### src/sv/mtdq_pkg.sv
// ---------------------------------------------------------------------------
// mtdq_pkg: shared types and constants for the timer deadline queue
// Operation codes, sequencer states and default sizes.
// ---------------------------------------------------------------------------
`timescale 1ns / 1ps
`default_nettype none

package mtdq_pkg;

	localparam int TIMERS_DEF        = 8;
	localparam int TIME_BITS_DEF     = 48;
	localparam int INTERVAL_BITS_DEF = 16;

	localparam int NOW_BITS   = 48;
	localparam int INDEX_BITS = 3;
	localparam int IV_BITS    = 16;

	typedef enum logic [1:0] {
		OP_START = 2'd0,
		OP_STOP  = 2'd1,
		OP_TICK  = 2'd2,
		OP_QUERY = 2'd3
	} op_t;

	typedef enum logic [2:0] {
		ST_IDLE,
		ST_OP,
		ST_SCAN,
		ST_FIRE,
		ST_FIRE_UPD
	} state_t;

endpackage

`default_nettype wire

### src/sv/mtdq_ram.sv
// ---------------------------------------------------------------------------
// mtdq_ram: generic single-write, single-read RAM
// One write port, one read port, read data registered.
// ---------------------------------------------------------------------------
`timescale 1ns / 1ps
`default_nettype none

module mtdq_ram #(
	parameter int WIDTH = 8,
	parameter int DEPTH = 8
) (
	input  wire logic                     clk,
	input  wire logic                     we,
	input  wire logic [$clog2(DEPTH)-1:0] waddr,
	input  wire logic [WIDTH-1:0]         wdata,
	input  wire logic [$clog2(DEPTH)-1:0] raddr,
	output logic      [WIDTH-1:0]         rdata
);

	logic [WIDTH-1:0] mem [DEPTH];

	always_ff @(posedge clk) begin
		if (we) begin
			mem[waddr] <= wdata;
		end
		rdata <= mem[raddr];
	end

endmodule

`default_nettype wire

### src/sv/multi_timer_deadline_queue.sv
// ---------------------------------------------------------------------------
// multi_timer_deadline_queue: bank of one-shot / periodic timers
// Start, stop and query pass through one busy state, with the result strobe in the cycle after it.
// A tick first scans the timers (one RAM read per timer), then visits start-order
// positions (at most 2*TIMERS, due-now then due-next), firing each due timer, and
// ends with a closing check; one strobe per firing, or one non-firing strobe if none.
// The receiver cannot stall; every strobe is a one-cycle result.
// Reset clears time and all active flags; the deadline RAM keeps its contents.
// ---------------------------------------------------------------------------
`timescale 1ns / 1ps
`default_nettype none

module multi_timer_deadline_queue #(
	parameter int TIMERS        = mtdq_pkg::TIMERS_DEF,
	parameter int TIME_BITS     = mtdq_pkg::TIME_BITS_DEF,
	parameter int INTERVAL_BITS = mtdq_pkg::INTERVAL_BITS_DEF
) (
	input  wire logic                              clk,
	input  wire logic                              arst_n,
	input  wire logic                              start,
	output logic                                   busy,
	input  wire logic [1:0]                        operation,
	input  wire logic [mtdq_pkg::INDEX_BITS-1:0]   timer_index,
	input  wire logic [mtdq_pkg::IV_BITS-1:0]      interval_ms,
	input  wire logic                              single_shot,
	output logic                                   done,
	output logic                                   fired,
	output logic      [mtdq_pkg::INDEX_BITS-1:0]   timer_index_res,
	output logic                                   active,
	output logic      [mtdq_pkg::NOW_BITS-1:0]     now_ms,
	output logic                                   last
);

	localparam int IW = $clog2(TIMERS);
	localparam int CW = $clog2(TIMERS + 1);
	localparam int DW = TIME_BITS + INTERVAL_BITS + 1;

	mtdq_pkg::state_t state_q, state_d;

	mtdq_pkg::op_t                  op_q;
	logic [mtdq_pkg::INDEX_BITS-1:0] idx_q;
	logic [INTERVAL_BITS-1:0]       iv_q;
	logic                           one_q;

	logic [TIME_BITS-1:0] now_q;
	logic [TIMERS-1:0]    act_q, act_d;
	logic [IW-1:0]        rank_q [TIMERS];
	logic [IW-1:0]        rank_d [TIMERS];
	logic [IW-1:0]        ord_q  [TIMERS];
	logic [TIMERS-1:0]    due0_q, due1_q;

	logic [CW-1:0] scan_q;
	logic          pend_s1;
	logic [IW-1:0] pidx_s1;

	logic [IW-1:0] pos_q;
	logic          cls_q;
	logic [CW-1:0] nsnap_q, ndue_q, nfired_q;
	logic [IW-1:0] t_q;

	logic                            done_q, fired_q, actout_q, last_q;
	logic [mtdq_pkg::INDEX_BITS-1:0] tidx_q;

	logic          ram_we;
	logic [IW-1:0] ram_waddr, ram_raddr;
	logic [DW-1:0] ram_wdata, ram_rdata;

	logic [TIME_BITS-1:0]     rd_dl;
	logic [INTERVAL_BITS-1:0] rd_pr;
	logic                     rd_os;

	logic [6:0]           idx_wide;
	logic                 idx_ok;
	logic [IW-1:0]        cur;
	logic [CW-1:0]        cnt_act;
	logic [IW-1:0]        cur_rank;
	logic                 cur_act;
	logic [IW-1:0]        ord_t;
	logic                 ord_due;
	logic                 pos_ok;
	logic [TIME_BITS-1:0] ahead;
	logic [TIME_BITS-1:0] fire_dl;
	logic [TIME_BITS-1:0] start_dl;
	logic [63:0]          now_w;

	logic                            det_en, att_en;
	logic                            emit, emit_fired, emit_act, emit_last;
	logic [mtdq_pkg::INDEX_BITS-1:0] emit_idx;

	mtdq_ram #(
		.WIDTH(DW),
		.DEPTH(TIMERS)
	) u_ram (
		.clk   (clk),
		.we    (ram_we),
		.waddr (ram_waddr),
		.wdata (ram_wdata),
		.raddr (ram_raddr),
		.rdata (ram_rdata)
	);

	assign rd_dl = ram_rdata[DW-1 -: TIME_BITS];
	assign rd_pr = ram_rdata[INTERVAL_BITS:1];
	assign rd_os = ram_rdata[0];

	assign idx_wide = 7'(idx_q);
	assign idx_ok   = idx_wide < 7'(TIMERS);

	always_comb begin
		case (state_q)
			mtdq_pkg::ST_SCAN:     cur = pidx_s1;
			mtdq_pkg::ST_FIRE_UPD: cur = t_q;
			default:               cur = IW'(idx_q);
		endcase
	end

	assign cnt_act  = CW'($countones(act_q));
	assign cur_rank = rank_q[cur];
	assign cur_act  = act_q[cur];
	assign ord_t    = ord_q[pos_q];
	assign ord_due  = cls_q ? due1_q[ord_t] : due0_q[ord_t];
	assign pos_ok   = CW'(pos_q) < nsnap_q;
	assign ahead    = rd_dl - now_q;
	assign fire_dl  = (rd_pr == '0) ? now_q : rd_dl + TIME_BITS'(rd_pr);
	assign start_dl = now_q + TIME_BITS'(iv_q);

	// sequencer
	always_comb begin
		state_d    = state_q;
		ram_we     = 1'b0;
		ram_waddr  = cur;
		ram_wdata  = '0;
		ram_raddr  = '0;
		det_en     = 1'b0;
		att_en     = 1'b0;
		emit       = 1'b0;
		emit_fired = 1'b0;
		emit_idx   = idx_q;
		emit_act   = 1'b0;
		emit_last  = 1'b1;
		case (state_q)
			mtdq_pkg::ST_IDLE: begin
				if (start) begin
					if (mtdq_pkg::op_t'(operation) == mtdq_pkg::OP_TICK) begin
						state_d = mtdq_pkg::ST_SCAN;
					end else begin
						state_d = mtdq_pkg::ST_OP;
					end
				end
			end
			mtdq_pkg::ST_OP: begin
				emit    = 1'b1;
				state_d = mtdq_pkg::ST_IDLE;
				case (op_q)
					mtdq_pkg::OP_START: begin
						ram_we    = idx_ok;
						ram_wdata = {start_dl, iv_q, one_q};
						det_en    = idx_ok;
						att_en    = idx_ok;
						emit_act  = idx_ok;
					end
					mtdq_pkg::OP_STOP: begin
						det_en = idx_ok;
					end
					mtdq_pkg::OP_QUERY: begin
						emit_act = idx_ok && cur_act;
					end
					default: begin
					end
				endcase
			end
			mtdq_pkg::ST_SCAN: begin
				if (scan_q < CW'(TIMERS)) begin
					ram_raddr = scan_q[IW-1:0];
				end else if (!pend_s1) begin
					state_d = mtdq_pkg::ST_FIRE;
				end
			end
			mtdq_pkg::ST_FIRE: begin
				if (ndue_q == '0) begin
					emit     = 1'b1;
					emit_idx = '0;
					state_d  = mtdq_pkg::ST_IDLE;
				end else if (nfired_q == ndue_q) begin
					state_d = mtdq_pkg::ST_IDLE;
				end else if (pos_ok && ord_due) begin
					ram_raddr = ord_t;
					state_d   = mtdq_pkg::ST_FIRE_UPD;
				end
			end
			mtdq_pkg::ST_FIRE_UPD: begin
				emit       = 1'b1;
				emit_fired = 1'b1;
				emit_idx   = mtdq_pkg::INDEX_BITS'(t_q);
				emit_act   = !rd_os;
				emit_last  = CW'(nfired_q + CW'(1)) == ndue_q;
				det_en     = 1'b1;
				att_en     = !rd_os;
				ram_we     = !rd_os;
				ram_wdata  = {fire_dl, rd_pr, rd_os};
				state_d    = mtdq_pkg::ST_FIRE;
			end
			default: begin
				state_d = mtdq_pkg::ST_IDLE;
			end
		endcase
	end

	// start-order ranks: removal closes the gap, a (re)start goes to the back
	always_comb begin
		rank_d = rank_q;
		act_d  = act_q;
		if (det_en && cur_act) begin
			for (int i = 0; i < TIMERS; i++) begin
				if (act_q[i] && rank_q[i] > cur_rank) begin
					rank_d[i] = rank_q[i] - IW'(1);
				end
			end
		end
		if (att_en) begin
			rank_d[cur] = IW'(cnt_act - CW'(cur_act));
			act_d[cur]  = 1'b1;
		end else if (det_en) begin
			act_d[cur] = 1'b0;
		end
	end

	always_ff @(posedge clk or negedge arst_n) begin
		if (!arst_n) begin
			state_q  <= mtdq_pkg::ST_IDLE;
			now_q    <= '0;
			act_q    <= '0;
			done_q   <= 1'b0;
			scan_q   <= '0;
			pend_s1  <= 1'b0;
			pos_q    <= '0;
			cls_q    <= 1'b0;
			nsnap_q  <= '0;
			ndue_q   <= '0;
			nfired_q <= '0;
		end else begin
			state_q <= state_d;
			act_q   <= act_d;
			done_q  <= emit;
			case (state_q)
				mtdq_pkg::ST_IDLE: begin
					scan_q  <= '0;
					pend_s1 <= 1'b0;
				end
				mtdq_pkg::ST_SCAN: begin
					if (scan_q < CW'(TIMERS)) begin
						scan_q  <= scan_q + CW'(1);
						pend_s1 <= 1'b1;
					end else begin
						pend_s1 <= 1'b0;
					end
					if (state_d == mtdq_pkg::ST_FIRE) begin
						now_q    <= now_q + TIME_BITS'(1);
						pos_q    <= '0;
						cls_q    <= 1'b0;
						nsnap_q  <= cnt_act;
						ndue_q   <= CW'($countones(due0_q | due1_q));
						nfired_q <= '0;
					end
				end
				mtdq_pkg::ST_FIRE: begin
					if (pos_q == IW'(TIMERS - 1)) begin
						pos_q <= '0;
						cls_q <= 1'b1;
					end else begin
						pos_q <= pos_q + IW'(1);
					end
				end
				mtdq_pkg::ST_FIRE_UPD: begin
					nfired_q <= nfired_q + CW'(1);
				end
				default: begin
				end
			endcase
		end
	end

	always_ff @(posedge clk) begin
		rank_q <= rank_d;
		if (state_q == mtdq_pkg::ST_IDLE && start) begin
			op_q  <= mtdq_pkg::op_t'(operation);
			idx_q <= timer_index;
			iv_q  <= INTERVAL_BITS'(interval_ms);
			one_q <= single_shot;
		end
		if (state_q == mtdq_pkg::ST_SCAN) begin
			pidx_s1 <= scan_q[IW-1:0];
			if (pend_s1) begin
				due0_q[pidx_s1] <= cur_act && (ahead == '0);
				due1_q[pidx_s1] <= cur_act && (ahead == TIME_BITS'(1));
				if (cur_act) begin
					ord_q[cur_rank] <= pidx_s1;
				end
			end
		end
		if (state_q == mtdq_pkg::ST_FIRE) begin
			t_q <= ord_t;
		end
		if (emit) begin
			fired_q  <= emit_fired;
			tidx_q   <= emit_idx;
			actout_q <= emit_act;
			last_q   <= emit_last;
		end
	end

	assign now_w           = 64'(now_q);
	assign busy            = state_q != mtdq_pkg::ST_IDLE;
	assign done            = done_q;
	assign fired           = fired_q;
	assign timer_index_res = tidx_q;
	assign active          = actout_q;
	assign now_ms          = now_w[mtdq_pkg::NOW_BITS-1:0];
	assign last            = last_q;

	a_accept_busy: assert property (@(posedge clk) disable iff (!arst_n)
		start && !busy |=> busy)
		else $error("accepted request did not raise busy");

	a_last_gap: assert property (@(posedge clk) disable iff (!arst_n)
		done && last |=> !done)
		else $error("result strobe right after a final result");

	a_more_busy: assert property (@(posedge clk) disable iff (!arst_n)
		done && !last |-> busy)
		else $error("non-final result while idle");

	a_fire_active: assert property (@(posedge clk) disable iff (!arst_n)
		state_q == mtdq_pkg::ST_FIRE_UPD |-> act_q[t_q])
		else $error("firing a timer that is not active");

endmodule

`default_nettype wire

### config.mk
export PLATFORM = sky130hd
export DESIGN_NAME = multi_timer_deadline_queue
export DESIGN_NICKNAME = d
export VERILOG_FILES = /design/src/sv/mtdq_pkg.sv /design/src/sv/mtdq_ram.sv /design/src/sv/multi_timer_deadline_queue.sv
export SDC_FILE = /design/constraint.sdc
export NUM_CORES = 1
export LEC_CHECK = 0
export BUFFER_PORTS_ARGS = -buffer_cell sky130_fd_sc_hd__buf_2
export CORE_UTILIZATION = 55
export CTS_BUF_LIST = sky130_fd_sc_hd__clkbuf_2
export DETAILED_ROUTE_END_ITERATION = 7
export GPL_TIMING_DRIVEN = 0
export PLACE_DENSITY = 0.71
export SYNTH_ARGS = -nofsm -noshare
export SYNTH_HDL_FRONTEND = slang
export SYNTH_SLANG_ARGS = --single-unit
### constraint.sdc
create_clock -name clk -period 9.8 [get_ports clk]
set_clock_uncertainty 0.15 [all_clocks]
set_input_delay 1.96 -clock clk [delete_from_list [all_inputs] [get_ports clk]]
set_output_delay 1.96 -clock clk [all_outputs]
set_load 0.05 [all_outputs]
# After elaboration in Yosys (flattened, before gate mapping)
# Memory sizes are Yosys's and may differ from the RTL's. A register that Yosys moved wholly into a read port is not among the register bits.
# Cells that the tools add are included.
word_totals:
  n_memories: 2
  ff_bits: 155
  in_bits: 25
  elab_cells: 214
  ram_bits: 544
op_classes:
  n_reduce_logical: 36
  bitwise: 5
  n_lt_le_gt_ge: 18
  addsub: 30
  eq_ne: 15
  n_mux: 77
mem_list:
  columns: ["name", "words", "width", "rd", "rd_clocked_by_memory_dff", "wr", "line", "rtl"]
  rows:
  - ["u_ram.mem", 8, 65, 1, 1, 1, "mtdq_ram.sv:20", "logic [WIDTH-1:0] mem [DEPTH];"]
  - ["ord_q", 8, 3, 1, 0, 1, "multi_timer_deadline_queue.sv:49", "logic [IW-1:0] ord_q [TIMERS];"]
op_table:
  columns: ["cell", "count"]
  rows:
  - ["case mux 65 bit (2 select lines)", 1]
  - ["adder 48 x 16 -> 48 bit", 2]
  - ["2-to-1 mux 3 bit", 24]
  - ["2-to-1 mux 65 bit", 1]
  - ["adder 48 x 1 -> 48 bit (second input constant)", 1]
  - ["equality test 48 x 1 -> 1 bit (second input constant)", 1]
  - ["logical NOT 48 bit", 1]
  - ["2-to-1 mux 24 bit", 2]
  - ["2-to-1 mux 48 bit", 1]
  - ["subtractor 48 bit", 1]
  - ["bitwise mux 24 bit", 1]
  - ["> comparator 3 bit", 8]
  - ["case mux 3 bit (2 select lines)", 4]
  - ["subtractor 3 x 1 -> 3 bit (second input constant)", 8]
  - ["2-to-1 mux 1 bit", 19]
  - ["logical AND 1 bit", 17]
  - ["adder 1 x 1 -> 2 bit", 8]
  - ["bitwise mux 8 bit", 2]
  - ["logical NOT 16 bit", 1]
  - ["less-than comparator 3 x 4 -> 1 bit (second input constant)", 4]
  - ["2-to-1 mux 8 bit", 2]
  - ["OR 8 bit", 2]
  - ["case mux 4 bit (2 select lines)", 2]
  - ["case mux 1 bit (2 select lines)", 7]
  - ["36 further kinds", 61]

# Depth between registers and ports, before layout
depth:
  depth_word: 12
  depth_mapped: 18
  mapped_depth_nobuf: 17

# Modules after synthesis
# From an unflattened synthesis, not the netlist that was laid out.
unflattened:
  cells_unflattened: 2741
  area_unflattened_um2: 36881.6
by_module_without_submodules:
  columns: ["module", "area_each_um2", "seq_area_each_um2", "cells_each", "n_inst"]
  rows:
  - ["mtdq_ram", 20857.5, 16916.2, 829, 1]
  - ["multi_timer_deadline_queue", 16024.1, 4729.5, 1912, 1]

# Least setup slack after synthesis
# No wires, ideal clock.
synth_path:
  path_type: "reg2reg"
  from: "register state_q[2]"
  to: "register rank_q[7] in the netlist's numbering"
  arrival_time_ns: 6.814
  setup_slack_ns: 2.491
  required_ns: 9.305
  synth_period_minus_slack_ns: 7.309
  setup_time_ns: 0.345
  path_stages_with_launch: 11
  path_cell_list: "dfrtp_1 -> nand2b_1 -> or2_1 -> buf_2 -> inv_2 -> a221oi_2 -> and2_1 -> clkbuf_1 -> nand2_1 -> nor3_1 -> mux2i_1"
synth_lines:
  columns: ["element", "line", "rtl"]
  rows:
  - ["from (decl)", "multi_timer_deadline_queue.sv:38", "mtdq_pkg::state_t state_q, state_d;"]
  - ["from (signal assigned)", "multi_timer_deadline_queue.sv:230", "state_q <= mtdq_pkg::ST_IDLE;"]
  - ["from (signal assigned)", "multi_timer_deadline_queue.sv:242", "state_q <= state_d;"]
  - ["to (signal assigned)", "multi_timer_deadline_queue.sv:284", "rank_q <= rank_d;"]
  - ["to (decl)", "multi_timer_deadline_queue.sv:47", "logic [IW-1:0] rank_q [TIMERS];"]

# Worst setup path after layout
layout_path:
  from: "register now_q[17], in the netlist now_ms[17]"
  to: "register due1_q[5] (data pin)"
layout_between:
  elab_chain_cells: 4
layout_lines:
  columns: ["element", "line", "rtl"]
  rows:
  - ["from (decl)", "multi_timer_deadline_queue.sv:45", "logic [TIME_BITS-1:0] now_q;"]
  - ["from (signal assigned)", "multi_timer_deadline_queue.sv:258", "now_q <= now_q + TIME_BITS'(1);"]
  - ["subtractor 48 bit", "multi_timer_deadline_queue.sv:123", "assign ahead = rd_dl - now_q;"]
  - ["equality test 48 x 1 -> 1 bit", "multi_timer_deadline_queue.sv:295", "due1_q[pidx_s1] <= cur_act && (ahead == TIME_BITS'(1));"]
  - ["logical AND 1 bit", "multi_timer_deadline_queue.sv:295", null]
  - ["bitwise mux 8 bit", "multi_timer_deadline_queue.sv:295", null]
  - ["to (signal, indexed assignment)", "multi_timer_deadline_queue.sv:295", null]
  - ["to (decl)", "multi_timer_deadline_queue.sv:50", "logic [TIMERS-1:0] due0_q, due1_q;"]
# Every way passes these cells.
# A chain may end at the register's enable or synchronous reset.

==> impl_metrics.ini <==
[status]
status = complete, no violations

[logic_synthesis]
synthSimpleGateAreaFrac = 0.08831
synth_top_family_by_area = compound AO/OA/AOI/OAI gates
synth-compound-area-share = 0.1263
synth_fa_ha_area_frac = 0.04911
ys_ff_latch = 764
synth_edf_count = 594
synthTopCellsByArea = edfxtp_1 48%, dfrtp_1 5.4%, dfxtp_1 4.8%
syn_area_mm2 = 0.03735
yosysWarnings = 0
synth_xor_area_frac = 0.03775
yosys-mux-area-fraction = 0.08633
synth_flop_cell = edfxtp_1
synth.avg_cell_area_um2 = 12.63
synth.distinct_cells = 89
synthCells = 2958
synth.top_cell.area_share = 0.4776
syn-num-nets = 3123
yosysTopAreaCell = edfxtp_1
yosysMostFrequentCell = edfxtp_1
synthArstFlopShare = 0.1060
synth_common_cells = 594 x edfxtp_1, 214 x nand2_1, 159 x mux2i_1, 153 x nor2_1, 139 x inv_1
seq_area_frac_synth = 0.5795

[clocking]
cts.reportedPaths.clkPinSlew_ns = 0.10
numCtsBuffers = 181
worstSkewPairLatency_ns = 1.44
postCtsHoldBufs = 0
htree_num_levels = 4
cts_root_buf = clkbuf_2
cts_tree = built
cts_resized = 0
post-cts-setup-buffers = 0
clockBufferDepth = 3
cts_sinks = 764

[setup_path]
critPathLaunchType = flip-flop
crit_type = reg -> reg
worstPathMaxFanout = 9
cp.required_ns = 10.65
critPathCaptureType = flip-flop
cp.arrival_ns = 6.35

[place]
port_buffers = 80
place_area_mm2 = 0.03931
hpwl_um = 76930
gp_congestion = 0.9625

[global_routing]
track_usage = 0.3110
antenna_found_initial = 4
grt_pass1_vias = 26690
grt_overflow_total = 0
grt_max_degree = 52
grt_pass1_wl_um = 160500

[routing]
vias = 26400
finalWirelength_um = 106800
wire_per_inst_um = 24.95
vias_per_cell = 6.166
drtPass1Iterations = 5
drtIter0Drc = 2312
drtAntennaViolNets = 0
drc = 0

[power]
sw_frac_of_total = 0.3517
pwr-share-comb = 0.286
p_leak_nw = 16.03
ir_worst_vdd_mv = 0.2502
p_int_w = 0.005462
pwr-share-clk = 0.260
p_switching_w = 0.002963
powerDensity_mw_per_mm2 = 204.8
pwr-share-seq = 0.454

[cells_and_area]
drive_above_1_share = 0.2004
fin_util = 0.6126
stdcell_area_mm2 = 0.04114
syn_to_final_growth_pct = 10.16
fillerInstances = 5281
nets = 3411
multi_input_area_mm2 = 0.01452
register_area_mm2 = 0.02165

[sta]
tightest_slew_ns = 1.366
drv_slew = 0
finalHoldViolations = 0
rsz0062_at_grt = no
clock.fmax_mhz = 181.7
fin_crit_sh = 0.5616
maxSlewHeadroom = 0.08103
setup_viol_count_final = 0
min_period_ns = 5.503

[worst_hold_path]
hold_class = reg -> reg

[floorplanning]
core_area_mm2 = 0.06716
start_util = 0.5561
row_count = 95
die_height_um = 262.6
dieArea_mm2 = 0.06895
io-pin-count = 81
dieWidth_um = 262.6

[flow_run]
drv_cap = 0
-- through the flow --
stage / total power (W) / setup TNS (ns) / setup WS, ns / hold WS [ns] / std cells
floorplan: 0.005512 / 0 / 2.491 / 0.2812 / 2958
global placement: 0.006199 / -274.86 / -4.096 / 0.3011 / 3911
detailed placement: 0.006273 / 0 / 4.155 / 0.3013 / 3936
CTS: 0.008446 / 0 / 4.088 / 0.2210 / 4277
global route: 0.008880 / 0 / 3.928 / 0.3222 / 4279
finish: 0.008425 / 0 / 4.297 / 0.3238 / 4282
-- kinds of logic after synthesis --
group / count (synthesis)
flops: 764
simple gates: 686
compound gates: 647
mux: 297
buf+inv: 263
xor+xnor: 161
fa+ha+maj: 140
-- sequential cells by signal (all words and copies together) (netlist names), 2 cells and up, named ones only --
signal,flops
t_q,3
u_ram.mem,520
timer_index_res,3
pos_q,3
iv_q,16
state_q,3
ndue_q,4
due0_q,8
nfired_q,4
scan_q,4
op_q,2
pidx_s1,3
due1_q,8
now_ms,48
u_ram.rdata,65
ord_q,24
idx_q,3
rank_q,24
nsnap_q,4
-- critical path, stage by stage, from the launching register on --
cell and delay [ns]:
dfrtp_1 0.39, clkbuf_1 0.31, inv_1 0.08, ha_1 0.29, clkbuf_1 0.24, a21oi_1 0.44, o21ai_0 0.15, a2111oi_0 0.76
a21oi_1 0.26, a21boi_0 0.30, xor2_1 0.19, o31ai_1 0.10, nor4_1 0.46, nand4_1 0.22, nor3_1 0.82
-- final cells by class --
cell class                 instances  share of cell area
buffer                           122             0.01682
timing repair buffer             105             0.02001
multi-input combinational       1931              0.3528
clock inverter                    55            0.009427
sequential                       764              0.5261
tap                              873             0.02655
antenna                            5           0.0003041
clock buffer                     286             0.03479
inverter                         141             0.01317
-- path summary, 6_finish.rpt --
check	cells after the start	slack [ns]	startpoint	to
setup / recovery	14	4.30	now_ms[17]	due1_q[5]
hold / removal	2	0.32	nsnap_q[3]	nsnap_q[3]
setup reg to reg	14	4.30	now_ms[17]	due1_q[5]
hold reg to reg	2	0.32	nsnap_q[3]	nsnap_q[3]
max in group asynchronous	2	8.30	arst_n	now_ms[39]
min in group asynchronous	1	0.39	arst_n	now_ms[11]
-- power groups by stage --
stage                     Clock (W)  Combinational [W]  Sequential [W]
after floorplan                   0            0.00169         0.00382
after global placement            0            0.00231         0.00389
after detailed placement          0            0.00238         0.00389
after CTS                   0.00223            0.00239         0.00382
after global routing        0.00238            0.00265         0.00384
final                       0.00219            0.00241         0.00383
-- layer usage --
metal / vias up / share of wire / global-route usage
li1: 12000 / - / -
met2: 1128 / 0.47 / 0.5065
met4: 0 / 0.035 / 0.1313
met5: - / 0 / 0
met1: 13060 / 0.41 / 0.4064
met3: 215 / 0.076 / 0.06316
-- cell usage in the layout (no fill, tap or decap), drive strengths merged, types with 9 or more instances in the layout --
| cell type | count |
|---|---|
| a21oi | 126 |
| nand3 | 69 |
| a21o | 38 |
| nand2 | 216 |
| dfrtp | 81 |
| xnor2 | 109 |
| and3 | 29 |
| nor4 | 30 |
| o2111ai | 13 |
| inv | 144 |
| a211oi | 10 |
| nand2b | 22 |
| mux2 | 131 |
| clkbuf | 358 |
| buf | 155 |
| o21ai | 138 |
| ha | 129 |
| xor2 | 52 |
| a31oi | 14 |
| nand4 | 44 |
| dfxtp | 89 |
| o21a | 16 |
| nor3 | 43 |
| clkinv | 42 |
| nor2 | 153 |
| o211ai | 21 |
| o22ai | 83 |
| mux2i | 160 |
| fa | 11 |
| nor2b | 17 |
| o221ai | 9 |
| a22o | 24 |
| a221oi | 67 |
| edfxtp | 594 |
| o311ai | 12 |
| and2 | 15 |
| o21bai | 16 |
Note: power is estimated with default switching activity, not from simulation.
